$ cat src/sv/bsig_pkg.sv
// Package for the byte stream integrity guard.
// Holds the request and status codes and the fixed metric constants.
// No dependencies.
package bsig_pkg;

  typedef logic [1:0]  req_t;
  typedef logic [1:0]  status_t;
  typedef logic [63:0] metric_t;

  localparam req_t REQ_DATA     = 2'd0;
  localparam req_t REQ_EMPTY    = 2'd1;
  localparam req_t REQ_SAVE     = 2'd2;
  localparam req_t REQ_ROLLBACK = 2'd3;

  localparam status_t ST_OK         = 2'd0;
  localparam status_t ST_BOUND      = 2'd1;
  localparam status_t ST_WD_EXPIRED = 2'd2;
  localparam status_t ST_WD_BROKEN  = 2'd3;

  localparam metric_t     GOLDEN64      = 64'h9e37_79b9_7f4a_7c15;
  localparam metric_t     ENTROPY_BOUND = 64'h0010_0000_0000_0000;
  localparam logic [31:0] DEFAULT_LIMIT = 32'd32;
  localparam logic [31:0] SAT32         = 32'hffff_ffff;
  localparam int unsigned HASH_ROT      = 13;

endpackage

$ cat src/sv/byte_stream_integrity_guard.sv
// Byte stream integrity guard: scans buffers byte by byte and keeps four metrics
// under bound and watchdog checks with checkpoint and rollback.
// Depends on bsig_pkg.

// Items pass through an input register and are processed from there, which
// updates the scan state and metrics and loads the result register; one item
// is taken every cycle unless the input side stalls, so throughput is one item
// per clock while not stalled. Only items that end a buffer (an empty
// step, or a data byte flagged last) produce a result; checkpoint and forced
// rollback items produce none. While a result sits unread in the output register,
// items that produce no result keep flowing, and the input side stalls only when
// a second result is ready behind it. The watchdog limit may be written at any
// idle time; zero acts as 32.
module byte_stream_integrity_guard
  import bsig_pkg::*;
(
  input  logic        clk,
  input  logic        rst_n,
  input  logic        cfg_wr_en,
  input  logic [31:0] cfg_wr_data,
  input  logic        in_valid,
  output logic        in_stall,
  input  logic [1:0]  in_req_type,
  input  logic [7:0]  in_data_byte,
  input  logic        in_last_byte,
  output logic        out_valid,
  input  logic        out_stall,
  output logic [1:0]  out_status,
  output logic [63:0] out_cycle_sum,
  output logic [63:0] out_connectivity,
  output logic [63:0] out_entropy,
  output logic [63:0] out_mixed_hash,
  output logic [31:0] out_rollbacks,
  output logic        out_failsafe
);

  // configuration
  logic [31:0] wd_limit_r;

  // input register
  logic        s1_valid_r, s1_valid_nxt;
  req_t        s1_req_r;
  logic [7:0]  s1_byte_r;
  logic        s1_last_r;

  // scan state
  logic [7:0]  prev_byte_r, prev_byte_nxt;
  logic [31:0] byte_pos_r, byte_pos_nxt;
  logic [31:0] trans_cnt_r, trans_cnt_nxt;
  logic [63:0] fold_r, fold_nxt;

  // metrics and watchdog
  metric_t     cyc_r, cyc_nxt, conn_r, conn_nxt, ent_r, ent_nxt, hash_r, hash_nxt;
  metric_t     sv_cyc_r, sv_conn_r, sv_ent_r, sv_hash_r;
  logic        save_en;
  logic [31:0] wd_cnt_r, wd_cnt_nxt, wd_mirror_r, wd_mirror_nxt;
  logic [31:0] rb_total_r, rb_total_nxt;
  logic        failsafe_r, failsafe_nxt;

  // output register
  logic        out_valid_r, out_valid_nxt;
  status_t     out_status_r, status_nxt;
  metric_t     out_cyc_r, out_conn_r, out_ent_r, out_hash_r;
  logic [31:0] out_rb_r;
  logic        out_fs_r;

  // processing stage
  logic        s2_has_result, s2_go;
  logic        is_data, is_end;
  logic [7:0]  b_prev;
  logic [31:0] t_after;
  logic [63:0] f_after;
  logic [63:0] t64;
  logic [31:0] limit_eff;
  metric_t     c_cyc, c_conn, c_ent, c_hash, mixed;
  logic        do_rb;

  assign is_data       = (s1_req_r == REQ_DATA);
  assign s2_has_result = (s1_req_r == REQ_EMPTY) || (is_data && s1_last_r);
  assign s2_go         = s1_valid_r && (!s2_has_result || !out_valid_r || !out_stall);
  assign in_stall      = s1_valid_r && !s2_go;
  assign is_end        = s2_go && s2_has_result;
  assign limit_eff     = (wd_limit_r == 32'd0) ? DEFAULT_LIMIT : wd_limit_r;
  assign b_prev        = prev_byte_r;

  // byte scan: what the state looks like after this item's byte
  always_comb begin
    t_after = trans_cnt_r;
    f_after = fold_r;
    if (is_data) begin
      if (byte_pos_r != 32'd0 && s1_byte_r != b_prev && trans_cnt_r != SAT32) begin
        t_after = trans_cnt_r + 32'd1;
      end
      // saturated positions keep folding into lane 7
      f_after = fold_r ^ ({56'd0, s1_byte_r} << {byte_pos_r[2:0], 3'b000});
    end
  end

  assign t64   = {32'd0, t_after};
  assign mixed = hash_r ^ f_after ^ t64;
  assign c_cyc  = cyc_r + {58'd0, t_after[5:0]};
  assign c_conn = ({conn_r[62:0], 1'b0} + conn_r + t64 + 64'd1) >> 1;
  assign c_ent  = ent_r + {56'd0, f_after[7:0]} + t64;
  assign c_hash = {mixed[63-HASH_ROT:0], mixed[63:64-HASH_ROT]} + GOLDEN64;

  always_comb begin
    prev_byte_nxt = prev_byte_r;
    byte_pos_nxt  = byte_pos_r;
    trans_cnt_nxt = trans_cnt_r;
    fold_nxt      = fold_r;
    cyc_nxt       = cyc_r;
    conn_nxt      = conn_r;
    ent_nxt       = ent_r;
    hash_nxt      = hash_r;
    wd_cnt_nxt    = wd_cnt_r;
    wd_mirror_nxt = wd_mirror_r;
    status_nxt    = ST_OK;
    do_rb         = 1'b0;
    save_en       = 1'b0;
    if (s2_go) begin
      case (s1_req_r)
        REQ_SAVE: begin
          save_en = 1'b1;
        end
        REQ_ROLLBACK: begin
          do_rb = 1'b1;
        end
        default: begin
          if (is_data) begin
            prev_byte_nxt = s1_byte_r;
            byte_pos_nxt  = (byte_pos_r == SAT32) ? byte_pos_r : byte_pos_r + 32'd1;
            trans_cnt_nxt = t_after;
            fold_nxt      = f_after;
          end
          if (is_end) begin
            prev_byte_nxt = 8'd0;
            byte_pos_nxt  = 32'd0;
            trans_cnt_nxt = 32'd0;
            fold_nxt      = 64'd0;
            if (wd_mirror_r != ~wd_cnt_r) begin
              do_rb      = 1'b1;
              status_nxt = ST_WD_BROKEN;
            end else begin
              cyc_nxt  = c_cyc;
              conn_nxt = c_conn;
              ent_nxt  = c_ent;
              hash_nxt = c_hash;
              if (c_conn == 64'd0 || c_ent > ENTROPY_BOUND) begin
                do_rb      = 1'b1;
                status_nxt = ST_BOUND;
              end else begin
                // freshly rewritten pair is coherent; only the limit can trip
                wd_cnt_nxt    = wd_cnt_r + 32'd1;
                wd_mirror_nxt = ~(wd_cnt_r + 32'd1);
                if ((wd_cnt_r + 32'd1) >= limit_eff) begin
                  do_rb      = 1'b1;
                  status_nxt = ST_WD_EXPIRED;
                end
              end
            end
          end
        end
      endcase
    end
    rb_total_nxt = rb_total_r;
    failsafe_nxt = failsafe_r;
    if (do_rb) begin
      cyc_nxt       = sv_cyc_r;
      conn_nxt      = sv_conn_r;
      ent_nxt       = sv_ent_r;
      hash_nxt      = sv_hash_r;
      rb_total_nxt  = rb_total_r + 32'd1;
      failsafe_nxt  = 1'b1;
      wd_cnt_nxt    = 32'd0;
      wd_mirror_nxt = SAT32;
    end
  end

  assign s1_valid_nxt  = (in_valid && !in_stall) ? 1'b1 : (s1_valid_r && !s2_go);
  assign out_valid_nxt = is_end ? 1'b1 : (out_valid_r && out_stall);

  always_ff @(posedge clk) begin
    if (!rst_n) begin
      wd_limit_r  <= DEFAULT_LIMIT;
      s1_valid_r  <= 1'b0;
      out_valid_r <= 1'b0;
      prev_byte_r <= 8'd0;
      byte_pos_r  <= 32'd0;
      trans_cnt_r <= 32'd0;
      fold_r      <= 64'd0;
      cyc_r       <= 64'd0;
      conn_r      <= 64'd0;
      ent_r       <= 64'd0;
      hash_r      <= 64'd0;
      sv_cyc_r    <= 64'd0;
      sv_conn_r   <= 64'd0;
      sv_ent_r    <= 64'd0;
      sv_hash_r   <= 64'd0;
      wd_cnt_r    <= 32'd0;
      wd_mirror_r <= SAT32;
      rb_total_r  <= 32'd0;
      failsafe_r  <= 1'b0;
    end else begin
      if (cfg_wr_en) begin
        wd_limit_r <= cfg_wr_data;
      end
      s1_valid_r  <= s1_valid_nxt;
      out_valid_r <= out_valid_nxt;
      prev_byte_r <= prev_byte_nxt;
      byte_pos_r  <= byte_pos_nxt;
      trans_cnt_r <= trans_cnt_nxt;
      fold_r      <= fold_nxt;
      cyc_r       <= cyc_nxt;
      conn_r      <= conn_nxt;
      ent_r       <= ent_nxt;
      hash_r      <= hash_nxt;
      if (save_en) begin
        sv_cyc_r  <= cyc_r;
        sv_conn_r <= conn_r;
        sv_ent_r  <= ent_r;
        sv_hash_r <= hash_r;
      end
      wd_cnt_r    <= wd_cnt_nxt;
      wd_mirror_r <= wd_mirror_nxt;
      rb_total_r  <= rb_total_nxt;
      failsafe_r  <= failsafe_nxt;
    end
  end

  // payload registers: the input ones load on acceptance, the output ones when a result is produced; hold otherwise
  always_ff @(posedge clk) begin
    if (in_valid && !in_stall) begin
      s1_req_r  <= in_req_type;
      s1_byte_r <= in_data_byte;
      s1_last_r <= in_last_byte;
    end
    if (is_end) begin
      out_status_r <= status_nxt;
      out_cyc_r    <= cyc_nxt;
      out_conn_r   <= conn_nxt;
      out_ent_r    <= ent_nxt;
      out_hash_r   <= hash_nxt;
      out_rb_r     <= rb_total_nxt;
      out_fs_r     <= failsafe_nxt;
    end
  end

  assign out_valid        = out_valid_r;
  assign out_status       = out_status_r;
  assign out_cycle_sum    = out_cyc_r;
  assign out_connectivity = out_conn_r;
  assign out_entropy      = out_ent_r;
  assign out_mixed_hash   = out_hash_r;
  assign out_rollbacks    = out_rb_r;
  assign out_failsafe     = out_fs_r;

  a_wd_pair_coherent: assert property (@(posedge clk) disable iff (!rst_n)
    wd_mirror_r == ~wd_cnt_r)
    else $error("watchdog mirror lost its complement");

  a_failsafe_tracks_rollbacks: assert property (@(posedge clk) disable iff (!rst_n)
    !failsafe_r |-> rb_total_r == 32'd0)
    else $error("rollbacks counted without failsafe set");

  a_rollback_single_step: assert property (@(posedge clk) disable iff (!rst_n)
    1'b1 |=> (rb_total_r == $past(rb_total_r) || rb_total_r == $past(rb_total_r) + 32'd1))
    else $error("rollback count jumped");

  a_result_not_overwritten: assert property (@(posedge clk) disable iff (!rst_n)
    (out_valid_r && out_stall) |-> !is_end)
    else $error("pending result overwritten");

endmodule
$ cat config.mk
export PLATFORM = sky130hd
export DESIGN_NAME = byte_stream_integrity_guard
export DESIGN_NICKNAME = d
export VERILOG_FILES = /design/src/sv/bsig_pkg.sv /design/src/sv/byte_stream_integrity_guard.sv
export SDC_FILE = /design/constraint.sdc
export NUM_CORES = 2
export LEC_CHECK = 0
export BUFFER_PORTS_ARGS = -buffer_cell sky130_fd_sc_hd__buf_2
export CAP_MARGIN = 10
export CORE_MARGIN = 2
export CORE_UTILIZATION = 56
export DETAILED_ROUTE_END_ITERATION = 10
export PLACE_DENSITY = 0.77
export SYNTH_ARGS = -nofsm -noshare
export SYNTH_HDL_FRONTEND = slang
export SYNTH_SLANG_ARGS = --single-unit
export TNS_END_PERCENT = 1
$ cat constraint.sdc
create_clock -name clk -period 9.2 [get_ports clk]
set_input_delay 0 -clock clk [delete_from_list [all_inputs] [get_ports clk]]
set_output_delay 0 -clock clk [all_outputs]
set_load 0.1 [all_outputs]
# == Word-level counts from Yosys, hierarchy flattened ==
# Index checks and enable logic that the tools add are counted.
# word_totals
regBits,1081
inputBits,48
output_inout_bits,293
elab_cells,137
# classes
addsub,11
order_cmp,2
n_eq_ne,8
n_shift,1
muxes,48
bitwise_logic,10
reduce_logical,28
# op_table
cell,n
$mux 64,23
$mux 32,9
$add 32x1->32 const B,4
$add 64x32->64,2
$xor 64x64->64,2
$add 64x1->64 const B,1
$add 64x6->64,1
$add 64x64->64,1
$add 64x64->64 const B,1
$add 64x8->64,1
$gt 64x53->1 const B,1
$logic_not 64->1,1
$not 32->32,2
$shl 8x6->64,1
$xor 64x32->64,1
$eq 32x32->1 const B,1
$ge 32x32->1,1
$logic_not 32->1,1
$ne 32x32->1,1
$ne 32x32->1 const B,1
$reduce_bool 32->1,1
$mux 8,2
$mux 1,10
$logic_and 1x1->1,8
other kinds (16),31

# == Depth between registers and ports, before layout ==
# depth
word_depth,15
ltp_mapped,30
mapped_depth_nobuf,25

# == Worst setup path before layout ==
# No wires, ideal clock.
# synth_timing
path_kind,reg-to-reg
start,register out_valid_r (netlist: out_valid)
end,register out_cyc_r[12] (netlist: out_cycle_sum[12]) (data pin)
setup_ns,0.261
arrival_ns,9.275
t_required_ns,8.939
path_slack_ns,-0.336
stages_incl_launch_ff,11
n_path_buf,0
synth_period_minus_slack_ns,9.536
path_cell_list,dfxtp_1 -> nand2_1 -> o21a_1 -> nand2_1 -> inv_1 -> nand2_1 -> nor3_1 -> nand3_1 -> xnor2_1 -> a21oi_1 -> nor2_1
# synth_between
elab_chain_len,9
word_cells_on_any_way,12
cone_classes,7 x mux; 5 x reduce/logical
# synth_rtl
element,line,text
from (decl),byte_stream_integrity_guard.sv:61,"logic out_valid_r, out_valid_nxt;"
from (signal assigned),byte_stream_integrity_guard.sv:208,out_valid_r <= out_valid_nxt;
$logic_not 1->1 (*),byte_stream_integrity_guard.sv:80,assign s2_go = s1_valid_r && (!s2_has_result || !out_valid_r || !out_stall);
$logic_or 1x1->1 (*) (2 in a row),byte_stream_integrity_guard.sv:80,
$logic_and 1x1->1 (*),byte_stream_integrity_guard.sv:80,
$logic_and 1x1->1 (*),byte_stream_integrity_guard.sv:82,assign is_end = s2_go && s2_has_result;
net is_end,byte_stream_integrity_guard.sv:69,"logic is_data, is_end;"
$mux 1 / $mux 64 (equally long branches),byte_stream_integrity_guard.sv:135,if (is_end) begin
$pmux 1 s2 / $mux 64 (equally long branches),byte_stream_integrity_guard.sv:121,case (s1_req_r)
$mux 1 / $mux 64 (equally long branches),byte_stream_integrity_guard.sv:120,if (s2_go) begin
$mux 64 (*),byte_stream_integrity_guard.sv:167,if (do_rb) begin
net cyc_nxt[12],byte_stream_integrity_guard.sv:53,"metric_t cyc_r, cyc_nxt, conn_r, conn_nxt, ent_r, ent_nxt, hash_r, hash_nxt;"
to (signal assigned),byte_stream_integrity_guard.sv:239,out_cyc_r <= cyc_nxt;
to (decl),byte_stream_integrity_guard.sv:63,"metric_t out_cyc_r, out_conn_r, out_ent_r, out_hash_r;"
# Mark *: on every way through the listed nets, which the timed path passes. The rest lies on a longest branch.
# A chain may end at the register's enable or synchronous reset.

# == Final worst setup path ==
# layout_timing
start,register byte_pos_r[0]
end,register wd_mirror_r[26]
# layout_between
elab_chain_len,15
word_cells_on_any_way,23
cone_classes,4 x add/sub; 1 x order compare; 1 x shift; 8 x mux; 2 x bitwise; 7 x reduce/logical
# layout_rtl
element,line,text
from (decl),byte_stream_integrity_guard.sv:48,"logic [31:0] byte_pos_r, byte_pos_nxt;"
from (signal assigned),byte_stream_integrity_guard.sv:210,byte_pos_r <= byte_pos_nxt;
branches (longest 8 deep; another with $add 64x8->64),--,
$logic_or 1x1->1 (*),byte_stream_integrity_guard.sv:148,if (c_conn == 64'd0 || c_ent > ENTROPY_BOUND) begin
$mux 1,byte_stream_integrity_guard.sv:148,
$mux 1,byte_stream_integrity_guard.sv:140,if (wd_mirror_r != ~wd_cnt_r) begin
$mux 1,byte_stream_integrity_guard.sv:135,
$pmux 1 s2,byte_stream_integrity_guard.sv:121,
$mux 1,byte_stream_integrity_guard.sv:120,
$reduce_or 2->1 (no source line),--,
to (signal assigned),byte_stream_integrity_guard.sv:224,wd_mirror_r <= wd_mirror_nxt;
to (decl),byte_stream_integrity_guard.sv:56,"logic [31:0] wd_cnt_r, wd_cnt_nxt, wd_mirror_r, wd_mirror_nxt;"
# Mark *: on every way between the ends.

==> flow_results.org <==
** Yosys
- Area share of xor/xnor cells in the synthesized design :: 0.0884
- Prevailing post-synth register cell :: sky130_fd_sc_hd__dfxtp_1
- Arithmetic-cell share of the synthesized area counting full adders, half adders and majority gates :: 0.0516
- Synthesis warning total :: 0
- The cell count after synthesis came out at 7328.
- Seq/Total Area, Yosys :: 0.403
- The number of nets in the synthesized netlist is 7606.
- Cell taking the most area after synthesis :: sky130_fd_sc_hd__dfxtp_1
- Simple-gate share of the synthesized area :: 0.234
- Multiplexer share of the synthesized area :: 0.0163
- Area fraction in compound gates after synthesis :: 0.160
- Number of synthesized flops with an enable pin :: 302
- The share of synthesized area in the top cell type comes to 0.255.
- Synthesized area per cell :: ~8.3 µm²
- Counting flops and latches in the post-synthesis netlist gives roughly 1100.
- sky130_fd_sc_hd__nand2_1 is the most common cell in the netlist.
- By area, the combinational part of the netlist is dominated by simple AND/OR/NAND/NOR gates.
- Sorting the synthesized cells by area gives the leading types as sky130_fd_sc_hd__dfxtp_1, sky130_fd_sc_hd__edfxtp_1, sky130_fd_sc_hd__nand2_1.
- In the synthesized netlist, the cells that appear most often are sky130_fd_sc_hd__nand2_1, sky130_fd_sc_hd__a21oi_1, sky130_fd_sc_hd__dfxtp_1.
- Share of flip-flops with an asynchronous set or reset :: 0
- In this run, distinct cell masters in the synthesized netlist total about 120.
- The mapped netlist covers about 0.061 mm².

** Floorplanning
- Die X :: approximately 330 µm
- The initial utilization of the core area, before any placement, comes to 0.563.
- Std-Cell Rows :: roughly 120
- Height of the die :: ~330 µm
- Pin placement for this block handled between 300 and 400 I/O pins.
- Die footprint :: roughly 0.11 mm²
- The core region is about 0.11 mm².

** Power and ir drop
- PD cells :: a little over 200 mW/mm²
- The worst-case IR drop observed on VDD is between 0.15 and 0.2 mV.
- Tot Pwr :: between 0.01 and 0.015 W
- In this run the static leakage power is ~27 nW.

** STA
- The worst pin sits at a relative slew slack of 0.177.
- For the pin with the worst max-slew slack, the measured transition is 1.23 ns.
- The clock period could shrink to 8.84 ns.
- The final max-slew violation count came to 0.
- Sum Neg Setup Slack :: 0 ns
- Static timing analysis puts the maximum clock frequency at 113 MHz.
- Setup violations remaining at the end of the flow were counted as 0.
- Clock Skews :: between 0.05 and 0.06 ns
- Period utilization :: 0.961
- Setup repair after global routing missed its margin :: no
- Final hold violation count :: 0

** Place
- Count of buffers from port buffering :: 340
- Once placement finished, the instance area stood at ~0.064 mm².
- Post-detail-place hpwl :: ~140000 µm
- At the end of routability-driven placement, the weighted congestion stood at 1.01.

** Critical path
- Arrival time at the worst endpoint :: between 9 and 10 ns
- CP required :: about 10 ns
- Largest fanout of any net on the critical path :: 55
- In this run the register-to-register setup slack is ~0.36 ns.
- Element type at the critical path end :: flop
- Depth of the worst register-to-register path :: 26
- Critical setup path kind :: reg2reg
- The startpoint identified for the worst register-to-register timing path is byte_pos_r[0].
- In this run the critical register-to-register path is captured at wd_mirror_r[26].
- STA classifies the critical path startpoint as a flop.

** Global route
- Global-route wire length before repair :: roughly 320000 µm
- Vias in the first global route :: 54300
- In the global route stage, overall resource usage came out at 0.362.
- Grt ovf :: 0
- The initial antenna violation count was 8.
- Pin count of the biggest net entering global routing :: 180

** Worst hold path
- Counting instances, the worst hold path has a depth of 3.
- Hold worst-path end :: s1_last_r
- Worst Hold Launch :: in_valid
- Worst hold path class :: in2reg

** Final layout
- Of the cells placed in the final design, the portion with a size suffix greater than 1 is 0.107.
- At the end of the flow, the number of nets in the layout was 7871.
- Counting the fill cells in the layout gives 9166.
- Final standard cell utilization of the core :: 0.639
- Final standard cell area without fillers :: 0.0694 mm²
- Area growth, synth to finish :: 13.5%

** Detailed routing
- Number of design-rule violations left by the first detailed-router iteration :: ~6100
- Number of routed nets with antenna violations :: 0
- In the routed layout, each cell is associated on average with a via count of 6.30.
- Vias after detailed routing :: about 57000
- Average wire length per cell after detail routing :: between 20 and 25 µm
- For this run, design rule violations remaining after detail routing come to 0.
- Wire length reported by the detailed router :: 208000 µm
- For this run, the detailed router's first-pass iteration total came to 8.

** Outcome
- The flow ran to the end, and the final reports show no timing, DRC or antenna violations.

** Clock network
- Clock-pin slew was measured on the worst setup and hold paths at roughly 0.06 ns.
- In this run the post-CTS setup repair buffer count came out at 0.
- The H-tree was split into 3 levels.
- Cell chosen for the clock root :: sky130_fd_sc_hd__clkbuf_16
- At the later pin of the worst-skew pair, clock insertion delay measures ~0.78 ns.
- TritonCTS built the clock tree.
- CTS saw 1081 sinks.
- Counting the buffers created by CTS gives around 110.
- The clock passes through at most 3 buffers.

** Run
- The tool flagged a number of max-cap violations equal to 0.
==> repair_timing <==
action	CTS	global route
hold endpoints to repair	126	0
hold buffers	124	0
endpoints found under the setup margin	0	5
gates resized for setup	0	1
==> sequential cells by signal, summed over array words and instances, names as in the netlist, 32 cells and up <==
| register | count |
|---|---|
| byte_pos_r | 32 |
| conn_r | 64 |
| cyc_r | 64 |
| ent_r | 64 |
| fold_r | 64 |
| hash_r | 64 |
| out_connectivity | 64 |
| out_cycle_sum | 64 |
| out_entropy | 64 |
| out_mixed_hash | 64 |
| out_rollbacks | 32 |
| rb_total_r | 32 |
| sv_conn_r | 64 |
| sv_cyc_r | 64 |
| sv_ent_r | 64 |
| sv_hash_r | 64 |
| trans_cnt_r | 32 |
| wd_cnt_r | 32 |
| wd_limit_r | 32 |
| wd_mirror_r | 32 |
==> stage by stage <==
stage	setup WS, ns	hold WS (ns)	instances
final	0.356	0.420	9112
after global routing	0.0212	0.439	9106
after CTS	0.497	0.389	9106
after detailed placement	0.562	0.179	8768
after global placement	0.610	0.177	8768
after floorplan	1.79	0.0989	7328
==> power breakdown <==
part	internal, W	switching (W)
Combinational	0.00132	0.00287
Clock	0.00260	0.00205
Sequential	0.00523	0.000296
Total	0.00914	0.00521
==> routing by layer <==
layer | vias to the layer above | GRT usage | share of wire | routed length, µm
met2 | 2823 | 0.583 | 0.46 | 95800
met4 | 4 | 0.174 | 0.053 | 11000
met1 | 27500 | 0.475 | 0.40 | 83400
met5 | - | 0 | 0.00011 | 23
li1 | 26500 | - | - | -
met3 | 526 | 0.0587 | 0.087 | 18200
==> area by class of cell <==
class / instances / area [µm²] / share of cell area
multi-input combinational: 5558 / 33700 / 0.486
clock inverter: 51 / 591 / 0.00851
antenna: 6 / 15.0 / 0.000216
inverter: 187 / 713 / 0.0103
timing repair buffer: 652 / 4680 / 0.0675
sequential: 1081 / 24700 / 0.356
tap: 1414 / 1770 / 0.0255
clock buffer: 163 / 3190 / 0.0460
==> worst max path at each step <==
| stage | slack, ns | cells after the start | endpoint | from |
|---|---|---|---|---|
| 2_1_floorplan | 1.79 | 10 | out_entropy[30] | out_valid |
| 6_report | 0.36 | 26 | wd_mirror_r[26] | byte_pos_r[0] |
| 4_1_cts | 0.50 | 26 | wd_mirror_r[26] | byte_pos_r[0] |
| 5_1_grt | 0.02 | 29 | wd_mirror_r[22] | byte_pos_r[0] |
| 3_3_place_gp | 0.61 | 26 | wd_mirror_r[20] | byte_pos_r[0] |
| 3_5_place_dp | 0.56 | 26 | wd_mirror_r[22] | byte_pos_r[0] |
==> layout by cell type (no fill, tap or decap), types with 28 or more instances in the layout <==
cell and instances:
sky130_fd_sc_hd__nand2_1 1084, sky130_fd_sc_hd__nor4_1 72, sky130_fd_sc_hd__inv_1 182, sky130_fd_sc_hd__or3_1 92
sky130_fd_sc_hd__o221ai_1 28, sky130_fd_sc_hd__nand4_1 112, sky130_fd_sc_hd__dlygate4sd3_1 124, sky130_fd_sc_hd__ha_1 196
sky130_fd_sc_hd__a21oi_1 813, sky130_fd_sc_hd__mux2i_1 79, sky130_fd_sc_hd__a211oi_1 32, sky130_fd_sc_hd__xor2_1 220
sky130_fd_sc_hd__o21ai_0 302, sky130_fd_sc_hd__and4_1 35, sky130_fd_sc_hd__clkbuf_16 115, sky130_fd_sc_hd__fa_1 34
sky130_fd_sc_hd__buf_2 340, sky130_fd_sc_hd__xnor2_1 342, sky130_fd_sc_hd__nand2b_1 42, sky130_fd_sc_hd__nand3_1 194
sky130_fd_sc_hd__nor2_1 564, sky130_fd_sc_hd__clkbuf_1 35, sky130_fd_sc_hd__buf_4 162, sky130_fd_sc_hd__o311ai_0 37
sky130_fd_sc_hd__a21o_1 52, sky130_fd_sc_hd__a22oi_1 32, sky130_fd_sc_hd__nor3_1 532, sky130_fd_sc_hd__and2_1 35
sky130_fd_sc_hd__o21a_1 32, sky130_fd_sc_hd__edfxtp_1 302, sky130_fd_sc_hd__and3_1 81, sky130_fd_sc_hd__dfxtp_1 779
==> worst max-delay path, stage by stage, from the launching register on <==
cell and delay, ns:
sky130_fd_sc_hd__dfxtp_1 0.32, sky130_fd_sc_hd__inv_2 0.19, sky130_fd_sc_hd__ha_1 0.23, sky130_fd_sc_hd__nor4b_2 0.24
sky130_fd_sc_hd__nand4_1 0.28, sky130_fd_sc_hd__o21ai_2 0.76, sky130_fd_sc_hd__nor3b_1 0.22, sky130_fd_sc_hd__xor2_1 0.50
sky130_fd_sc_hd__buf_4 0.30, sky130_fd_sc_hd__ha_1 0.26, sky130_fd_sc_hd__ha_1 0.51, sky130_fd_sc_hd__a21o_1 0.28
sky130_fd_sc_hd__a222oi_1 0.34, sky130_fd_sc_hd__o2111ai_1 0.16, sky130_fd_sc_hd__a2111oi_0 0.58, sky130_fd_sc_hd__nand4_1 0.14
sky130_fd_sc_hd__or4_1 0.50, sky130_fd_sc_hd__nor4_1 0.21, sky130_fd_sc_hd__nand4_1 0.22, sky130_fd_sc_hd__o41ai_2 0.58
sky130_fd_sc_hd__and2_1 0.40, sky130_fd_sc_hd__o211ai_1 0.24, sky130_fd_sc_hd__buf_12 0.20, sky130_fd_sc_hd__buf_12 0.19
sky130_fd_sc_hd__a21oi_2 0.31, sky130_fd_sc_hd__buf_12 0.23, sky130_fd_sc_hd__o311ai_0 0.19
==> cells by family after synthesis <==
| kind of cell | Yosys count |
|---|---|
| flops | 1081 |
| buf+inv | 689 |
| compound gates | 1626 |
| xor+xnor | 585 |
| mux | 96 |
| fa+ha+maj | 232 |
| simple gates | 3019 |
(Power assumes the default switching activity.)
